`src/hdl/bbcd_pkg.sv`:
```
// Package: shared types, constants and helpers for the binary to BCD digit mux.
`default_nettype none

package bbcd_pkg;

	localparam int DISPLAY_DIGITS = 3;
	localparam logic [1:0] DIGITS_RESET = 2'd3;

	// Residues of powers of two modulo one thousand.
	localparam int RES_2P10 = 24;
	localparam int RES_2P20 = 576;

	typedef struct packed {
		logic [3:0] hundreds;
		logic [3:0] tens;
		logic [3:0] units;
	} bbcd_digits_t;

	function automatic logic [1:0] eff_count(input logic [1:0] d);
		logic [1:0] n;
		n = d;
		if (n == 2'd0) begin
			n = 2'd1;
		end
		if (int'(n) > DISPLAY_DIGITS) begin
			n = 2'(DISPLAY_DIGITS);
		end
		return n;
	endfunction

endpackage

`default_nettype wire

```
`src/hdl/bbcd_value_if.sv`:
```
// Interface: input value channel.
`default_nettype none

interface bbcd_value_if;
	logic        valid;
	logic        ready;
	logic [31:0] value;

	modport source(output valid, output value, input ready);
	modport sink(input valid, input value, output ready);
endinterface

`default_nettype wire

```
`src/hdl/bbcd_digit_if.sv`:
```
// Interface: digit result channel.
`default_nettype none

interface bbcd_digit_if;
	logic       valid;
	logic       ready;
	logic [1:0] digit_position;
	logic [3:0] bcd_digit;
	logic       last_digit;

	modport source(output valid, output digit_position, output bcd_digit, output last_digit,
		input ready);
	modport sink(input valid, input digit_position, input bcd_digit, input last_digit,
		output ready);
endinterface

`default_nettype wire

```
`src/hdl/bbcd_mod_pipe.sv`:
```
// Pipeline: value modulo 1000 by residue folding, then split into three BCD digits.
`default_nettype none

module bbcd_mod_pipe (
	input  logic                  clk,
	input  logic                  arst_n,
	bbcd_value_if.sink            number,
	output logic                  dig_valid,
	input  logic                  dig_ready,
	output bbcd_pkg::bbcd_digits_t dig
);

	localparam int NSTG = 8;

	logic [NSTG:1] stage_vld_q;
	logic [NSTG:1] en;

	logic [21:0] x_s1;
	logic [15:0] x_s2;
	logic [11:0] x_s3;
	logic [9:0]  r_s4;
	logic [9:0]  r_s5;
	logic [3:0]  h_s5;
	logic [6:0]  m_s6;
	logic [3:0]  h_s6;
	logic [6:0]  m_s7;
	logic [3:0]  t_s7;
	logic [3:0]  h_s7;
	logic [3:0]  u_s8;
	logic [3:0]  t_s8;
	logic [3:0]  h_s8;

	logic [10:0] m_diff;
	logic [6:0]  u_diff;

	assign en[NSTG] = !stage_vld_q[NSTG] || dig_ready;
	for (genvar k = 1; k < NSTG; k++) begin : g_en
		assign en[k] = !stage_vld_q[k] || en[k + 1];
	end

	assign number.ready = en[1];

	always_ff @(posedge clk or negedge arst_n) begin
		if (!arst_n) begin
			stage_vld_q <= '0;
		end else begin
			if (en[1]) begin
				stage_vld_q[1] <= number.valid;
			end
			for (int k = 2; k <= NSTG; k++) begin
				if (en[k]) begin
					stage_vld_q[k] <= stage_vld_q[k - 1];
				end
			end
		end
	end

	assign m_diff = 11'(r_s5) - 11'(h_s5) * 11'd100;
	assign u_diff = m_s7 - 7'(t_s7) * 7'd10;

	always_ff @(posedge clk) begin
		if (en[1]) begin
			x_s1 <= 22'(number.value[31:20]) * 22'(bbcd_pkg::RES_2P20)
				+ 22'(number.value[19:10]) * 22'(bbcd_pkg::RES_2P10)
				+ 22'(number.value[9:0]);
		end
		if (en[2]) begin
			x_s2 <= 16'(x_s1[21:10]) * 16'(bbcd_pkg::RES_2P10) + 16'(x_s1[9:0]);
		end
		if (en[3]) begin
			x_s3 <= 12'(x_s2[15:10]) * 12'(bbcd_pkg::RES_2P10) + 12'(x_s2[9:0]);
		end
		if (en[4]) begin
			if (x_s3 >= 12'd2000) begin
				r_s4 <= 10'(x_s3 - 12'd2000);
			end else if (x_s3 >= 12'd1000) begin
				r_s4 <= 10'(x_s3 - 12'd1000);
			end else begin
				r_s4 <= x_s3[9:0];
			end
		end
		if (en[5]) begin
			r_s5 <= r_s4;
			h_s5 <= 4'((16'(r_s4) * 16'd41) >> 12);
		end
		if (en[6]) begin
			m_s6 <= m_diff[6:0];
			h_s6 <= h_s5;
		end
		if (en[7]) begin
			m_s7 <= m_s6;
			t_s7 <= 4'((14'(m_s6) * 14'd103) >> 10);
			h_s7 <= h_s6;
		end
		if (en[8]) begin
			u_s8 <= u_diff[3:0];
			t_s8 <= t_s7;
			h_s8 <= h_s7;
		end
	end

	assign dig_valid    = stage_vld_q[NSTG];
	assign dig.hundreds = h_s8;
	assign dig.tens     = t_s8;
	assign dig.units    = u_s8;

endmodule

`default_nettype wire

```
`src/hdl/bbcd_serializer.sv`:
```
// Serializer: emits the digits in use of each value, most significant first.
`default_nettype none

module bbcd_serializer (
	input  logic                   clk,
	input  logic                   arst_n,
	input  logic [1:0]             digits_in_use,
	input  logic                   dig_valid,
	output logic                   dig_ready,
	input  bbcd_pkg::bbcd_digits_t dig,
	bbcd_digit_if.source           digits
);

	logic                   busy_q;
	logic [1:0]             pos_q;
	logic [1:0]             cnt_q;
	bbcd_pkg::bbcd_digits_t dig_q;

	logic       last;
	logic       load;
	logic       xfer;
	logic [1:0] idx;

	assign last      = pos_q == (cnt_q - 2'd1);
	assign xfer      = busy_q && digits.ready;
	assign dig_ready = !busy_q || (digits.ready && last);
	assign load      = dig_valid && dig_ready;

	always_ff @(posedge clk or negedge arst_n) begin
		if (!arst_n) begin
			busy_q <= 1'b0;
			pos_q  <= '0;
			cnt_q  <= 2'd1;
		end else begin
			if (load) begin
				busy_q <= 1'b1;
				pos_q  <= '0;
				cnt_q  <= bbcd_pkg::eff_count(digits_in_use);
			end else if (xfer) begin
				if (last) begin
					busy_q <= 1'b0;
					pos_q  <= '0;
				end else begin
					pos_q <= pos_q + 2'd1;
				end
			end
		end
	end

	always_ff @(posedge clk) begin
		if (load) begin
			dig_q <= dig;
		end
	end

	// idx counts from the least significant digit
	assign idx = cnt_q - 2'd1 - pos_q;

	always_comb begin
		unique case (idx)
			2'd0:    digits.bcd_digit = dig_q.units;
			2'd1:    digits.bcd_digit = dig_q.tens;
			2'd2:    digits.bcd_digit = dig_q.hundreds;
			default: digits.bcd_digit = '0;
		endcase
	end

	assign digits.valid          = busy_q;
	assign digits.digit_position = pos_q;
	assign digits.last_digit     = last;

endmodule

`default_nettype wire

```
`src/hdl/binary_to_bcd_digit_mux.sv`:
```
// Top level: binary to BCD converter driving a multiplexed seven-segment display.
// Each accepted 32-bit value is reduced modulo 1000 in an eight-stage pipeline that
// accepts a value every cycle unless back-pressure from the result channel holds it,
// and its low n digits (n = digits_in_use, 0 taken as 1) then leave one per cycle
// while digits.ready is high, most significant first, on digit positions 0..n-1, the
// final one marked by last_digit. Each value takes n digit transfers of the single
// result channel. The user must write digits_in_use through cfg_we/cfg_wdata only
// while no value is in flight (the block does not enforce this); it resets to three.
`default_nettype none

module binary_to_bcd_digit_mux (
	input  logic         clk,
	input  logic         arst_n,
	bbcd_value_if.sink   number,
	bbcd_digit_if.source digits,
	input  logic         cfg_we,
	input  logic [1:0]   cfg_wdata
);

	logic [1:0]             digits_in_use_q;
	logic                   dig_valid;
	logic                   dig_ready;
	bbcd_pkg::bbcd_digits_t dig;

	always_ff @(posedge clk or negedge arst_n) begin
		if (!arst_n) begin
			digits_in_use_q <= bbcd_pkg::DIGITS_RESET;
		end else if (cfg_we) begin
			digits_in_use_q <= cfg_wdata;
		end
	end

	bbcd_mod_pipe u_pipe (
		.clk       (clk),
		.arst_n    (arst_n),
		.number    (number),
		.dig_valid (dig_valid),
		.dig_ready (dig_ready),
		.dig       (dig)
	);

	bbcd_serializer u_ser (
		.clk           (clk),
		.arst_n        (arst_n),
		.digits_in_use (digits_in_use_q),
		.dig_valid     (dig_valid),
		.dig_ready     (dig_ready),
		.dig           (dig),
		.digits        (digits)
	);

endmodule

`default_nettype wire
```
`src/flat_wrapper.sv`:
```
// flat-port wrapper written by rule: the top's interface ports become plain ports
module binary_to_bcd_digit_mux_flat 
  (clk, arst_n, cfg_we, cfg_wdata, number_valid, number_value, number_ready, digits_valid, digits_digit_position, digits_bcd_digit, digits_last_digit, digits_ready);
  bbcd_value_if number_i ();
  bbcd_digit_if digits_i ();
  input  logic clk;
  input  logic arst_n;
  input  logic cfg_we;
  input  logic [1:0] cfg_wdata;
  input wire logic [$bits(number_i.valid)-1:0] number_valid;
  input wire logic [$bits(number_i.value)-1:0] number_value;
  output wire logic [$bits(number_i.ready)-1:0] number_ready;
  output wire logic [$bits(digits_i.valid)-1:0] digits_valid;
  output wire logic [$bits(digits_i.digit_position)-1:0] digits_digit_position;
  output wire logic [$bits(digits_i.bcd_digit)-1:0] digits_bcd_digit;
  output wire logic [$bits(digits_i.last_digit)-1:0] digits_last_digit;
  input wire logic [$bits(digits_i.ready)-1:0] digits_ready;
  assign number_i.valid = number_valid;
  assign number_i.value = number_value;
  assign number_ready = number_i.ready;
  assign digits_valid = digits_i.valid;
  assign digits_digit_position = digits_i.digit_position;
  assign digits_bcd_digit = digits_i.bcd_digit;
  assign digits_last_digit = digits_i.last_digit;
  assign digits_i.ready = digits_ready;
  binary_to_bcd_digit_mux u_core (.clk(clk), .arst_n(arst_n), .number(number_i), .digits(digits_i), .cfg_we(cfg_we), .cfg_wdata(cfg_wdata));
endmodule
```
`config.mk`:
```
export PLATFORM = sky130hd
export DESIGN_NAME = binary_to_bcd_digit_mux_flat
export DESIGN_NICKNAME = d
export VERILOG_FILES = /design/src/hdl/bbcd_pkg.sv /design/src/hdl/bbcd_value_if.sv /design/src/hdl/bbcd_digit_if.sv /design/src/hdl/bbcd_mod_pipe.sv /design/src/hdl/bbcd_serializer.sv /design/src/hdl/binary_to_bcd_digit_mux.sv /design/src/flat_wrapper.sv
export SDC_FILE = /design/constraint.sdc
export NUM_CORES = 1
export LEC_CHECK = 0
export BUFFER_PORTS_ARGS = -buffer_cell sky130_fd_sc_hd__buf_2
export CORE_UTILIZATION = 40
export CTS_CLUSTER_DIAMETER = 80
export CTS_CLUSTER_SIZE = 8
export DETAILED_ROUTE_END_ITERATION = 8
export PLACE_DENSITY = 0.52
export SLEW_MARGIN = 30
export SYNTH_ARGS = -nofsm -noshare
export SYNTH_HDL_FRONTEND = slang
export SYNTH_HIERARCHICAL = 1
export SYNTH_SLANG_ARGS = --single-unit
```
`constraint.sdc`:
```
create_clock -name clk -period 6.75 [get_ports clk]
set_input_delay 1.0125 -clock clk [delete_from_list [all_inputs] [get_ports clk]]
set_output_delay 1.0125 -clock clk [all_outputs]
set_load 0.005 [all_outputs]
```
==> summary.md <==
| Metric | Value |
|---|---|
| Critical Path Max Stage Delay | 550 ps |
| DR pass1 iterations | 4 |
| Hold Vio Cnt, Final | 0 |
| Final wirelength | 16.2 mm |
| Most used cell, CP | nand3_1 |
| Reg clk slew, reported paths | 60 ps |
| Clk sinks | 133 |
| Die width | 155 µm |
| Worst slew margin | 49.3% |
| Crit-path slowest cell | nand3_1 |
| Post-synthesis compound-gate area fraction | 11.0% |
| Chip height | 155 µm |
| Warnings from Yosys | 6 |
| CP Cell Sequence | ha_1, nand2_1, o21ai_4, nor2b_1, and2_1, and3_1, nand3_1, inv_1, nand3_1, buf_4, buf_2 |
| Status | complete, no violations |
| Clk buf depth | 2 |
| First-pass GRT wire length | 28.0 mm |
| Worst Slack Setup Final | 2240 ps |
| Area grow syn2layout | 13.4% |
| Ratio of final minimum period to clock period | 66.8% |
| Primary FF master, synth | edfxtp_1 |
| Core Box Area | 22,800 µm² |
| DRC | 0 |
| Critical path launch point type | register |
| Initial antenna violation count | 0 |
| Hold buffer count at cts | 0 |
| Mapped Area | 9410 µm² |
| WP data arrival | 3490 ps |
| CP required | 5740 ps |
| Largest family of logic cells by synthesized area | adder cells |
| Fillers | 2,142 |
| Sequential cell area fraction in the yosys report | 41.7% |
| Root buf cell | clkbuf_16 |
| Post-Synth Adder-Cell Area | 27.1% |
| Post-DR vias/cell | 4.89 |
| Wire per inst | 13.6 µm |
| Clock latency on the worst-skew pair | 430 ps |
| Max Transition Viols Final | 0 |
| Synth top area share | 37.6% |
| Commonest cells after routing, fill and taps aside | ha_1 (164), edfxtp_1 (118), inv_1 (91) |
| Post-Synth XOR/XNOR Area | 8.17% |
| Total GRT Usage | 14.6% |
| Largest net degree at the start of global routing | 25 |
| DP HPWL | 13.2 mm |
| Area share of and/or/nand/nor cells after synthesis | 7.15% |
| I/O pin cnt | 48 |
| Syn Nets | 1,024 |
| Synth unique cells | 64 |
| H-tree lvl count | 4 |
| Fin Setup TNS | 0 ps |
| Num CTS Buffers | 17 |
| Setup bufs post-CTS | 0 |
| Dpl ws | 1930 ps |
| Synth Register Bits | 133 |
| Ys async rst share | 11.3% |
| Delay-heaviest family, CP | simple AND/OR/NAND/NOR gates |
| ANT cells | 0 |
| Placed instance count | 1,157 |
| EDFF count, synth | 118 |
| TritonCTS clock tree | yes |
| Nets | 1,091 |
| Syn_area_per_cell | 11.8 µm² |
| Post-route ant nets | 0 |
| Hold Slack | 418 ps |
| Post-Syn Instances | 796 |
| Layout cells sized above 1 | 11.9% |
| Worst hold path class | reg -> reg |
| Final GP Congestion | 0.792 |
| Register area | 3920 µm² |
| Synth area leader | edfxtp_1 |
| FMAX | 222 MHz |
| Setup Skew | 7.58 ps |
| Maximum fanout along the worst path | 24 |
| Initial core utilization | 41.2% |
| Layout Cells excl Fill | 1,189 |
| Overflow after GRT | 0 |
| FP Rows | 55 |
| Post-synthesis mux area share | 1.30% |
| Most common cell after layout, fill and taps aside | ha_1 |
| Area of the multi-input gates | 5150 µm² |
| Setup-failing EPs final | 0 |
| Resized cells post-CTS | 0 |
| WS Path Type | reg -> out |
| RSZ-0062 raised after global routing | no |
| Die ar. | 24,200 µm² |
| Vias in the first global route | 6,114 |
| Worst Setup End Kind | output port |
| Vias after detailed routing | 5,816 |
| DRT iter0 DRCs | 178 |
| Max cap viols | 0 |
| CP bufs+invs | 3 |
| Buffers on Ports | 47 |
| Worst Max-Slew Pin Slew | 759 ps |
| Synth top area cells | edfxtp_1 (38%), ha_1 (22%), fa_1 (5.3%) |
| Clock period minus final worst setup slack | 4510 ps |
==> cells by family after synthesis <==
kind of cell | count (synthesis)
AOI/OAI and AO/OA | 155
adders and majority gates | 189
xor gates and xnor gates | 84
and+or+nand+nor | 133
muxes | 11
DFF | 133
buffers and inverters | 91
==> cell usage after synthesis (all sizes together) (4+ instances only) <==
library cell and instances:
a22o 4, a31oi 7, o21a 9, inv 91
nand3 12, nand2b 14, fa 25, nor3 7
a21o 15, o21bai 8, xnor2 53, a21oi 52
mux2i 4, o21ai 34, dfrtp 12, and3 5
nor2b 13, a211oi 7, nor2 28, mux2 7
edfxtp 118, or2 4, nand2 33, xor2 30
ha 164, and2 4
==> state kept, by name (all words and copies together) (netlist names), 4 cells and up <==
signal,flops
u_core/u_pipe/h_s5,4
u_core/u_pipe/h_s8,4
u_core/u_pipe/m_s7,4
u_core/u_pipe/m_s6,7
u_core/u_pipe/r_s4,10
u_core/u_pipe/h_s7,4
u_core/u_pipe/stage_vld_q,8
u_core/u_ser/dig_q,12
u_core/u_pipe/u_s8,4
u_core/u_pipe/t_s8,4
u_core/u_pipe/x_s1,22
u_core/u_pipe/r_s5,7
u_core/u_pipe/h_s6,4
u_core/u_pipe/x_s2,16
u_core/u_pipe/t_s7,4
u_core/u_pipe/x_s3,12
==> per-stage QoR <==
step                      utilization (%)  area, µm²
final                                46.7      10700
after floorplan                         -       9410
after CTS                            46.7      10700
after detailed placement             44.0      10000
after global routing                 46.7      10700
after global placement               44.0      10000
==> worst paths after layout <==
check,from,end,slack [ps],cells after the start
worst max-delay path,u_core/u_ser/digits.digit_position[0]$_DFFE_PN0P_,number_ready,2240,11
worst min-delay path,u_core/u_pipe/t_s8[0]$_DFFE_PP_,u_core/u_ser/dig_q[4]$_DFFE_PN_,420,0
min in group asynchronous,arst_n,u_core/u_ser/cnt_q[1]$_DFFE_PN0N_,500,1
max in group asynchronous,arst_n,u_core/digits_in_use_q[0]$_DFFE_PN1P_,5930,1
worst max register to register,u_core/u_pipe/m_s6[5]$_DFFE_PP_,u_core/u_pipe/t_s7[3]$_DFFE_PP_,2450,15
worst min register to register,u_core/u_pipe/t_s8[0]$_DFFE_PP_,u_core/u_ser/dig_q[4]$_DFFE_PN_,420,0
==> cell type report <==
type / count / area share (%)
multi-input cells: 572 / 48.2
flip-flops and latches: 133 / 36.7
clock buffers: 17 / 3.99
well taps: 313 / 3.67
inverters: 91 / 3.20
repair buffers: 48 / 2.27
clock inverters: 15 / 1.89
==> worst reg2reg max path: cells and delay by family (launching register included) <==
| kind | cells | cell delay, ps |
|---|---|---|
| compound gates | 5 | 1260 |
| xor+xnor | 1 | 130 |
| fa+ha+maj | 5 | 1940 |
| buf+inv | 4 | 310 |
| flops | 1 | 430 |
==> layer usage <==
layer	track usage (%)	vias up	share of wire (%)
li1	-	2992	-
met1	18.6	2736	49
met2	24.6	76	47
met3	3.12	12	2.7
met4	5.04	0	1.2
met5	0	-	0
Power is left out: the tool's default activity adds up to more than one toggle a clock period on the data nets, which glitch-free logic cannot reach.
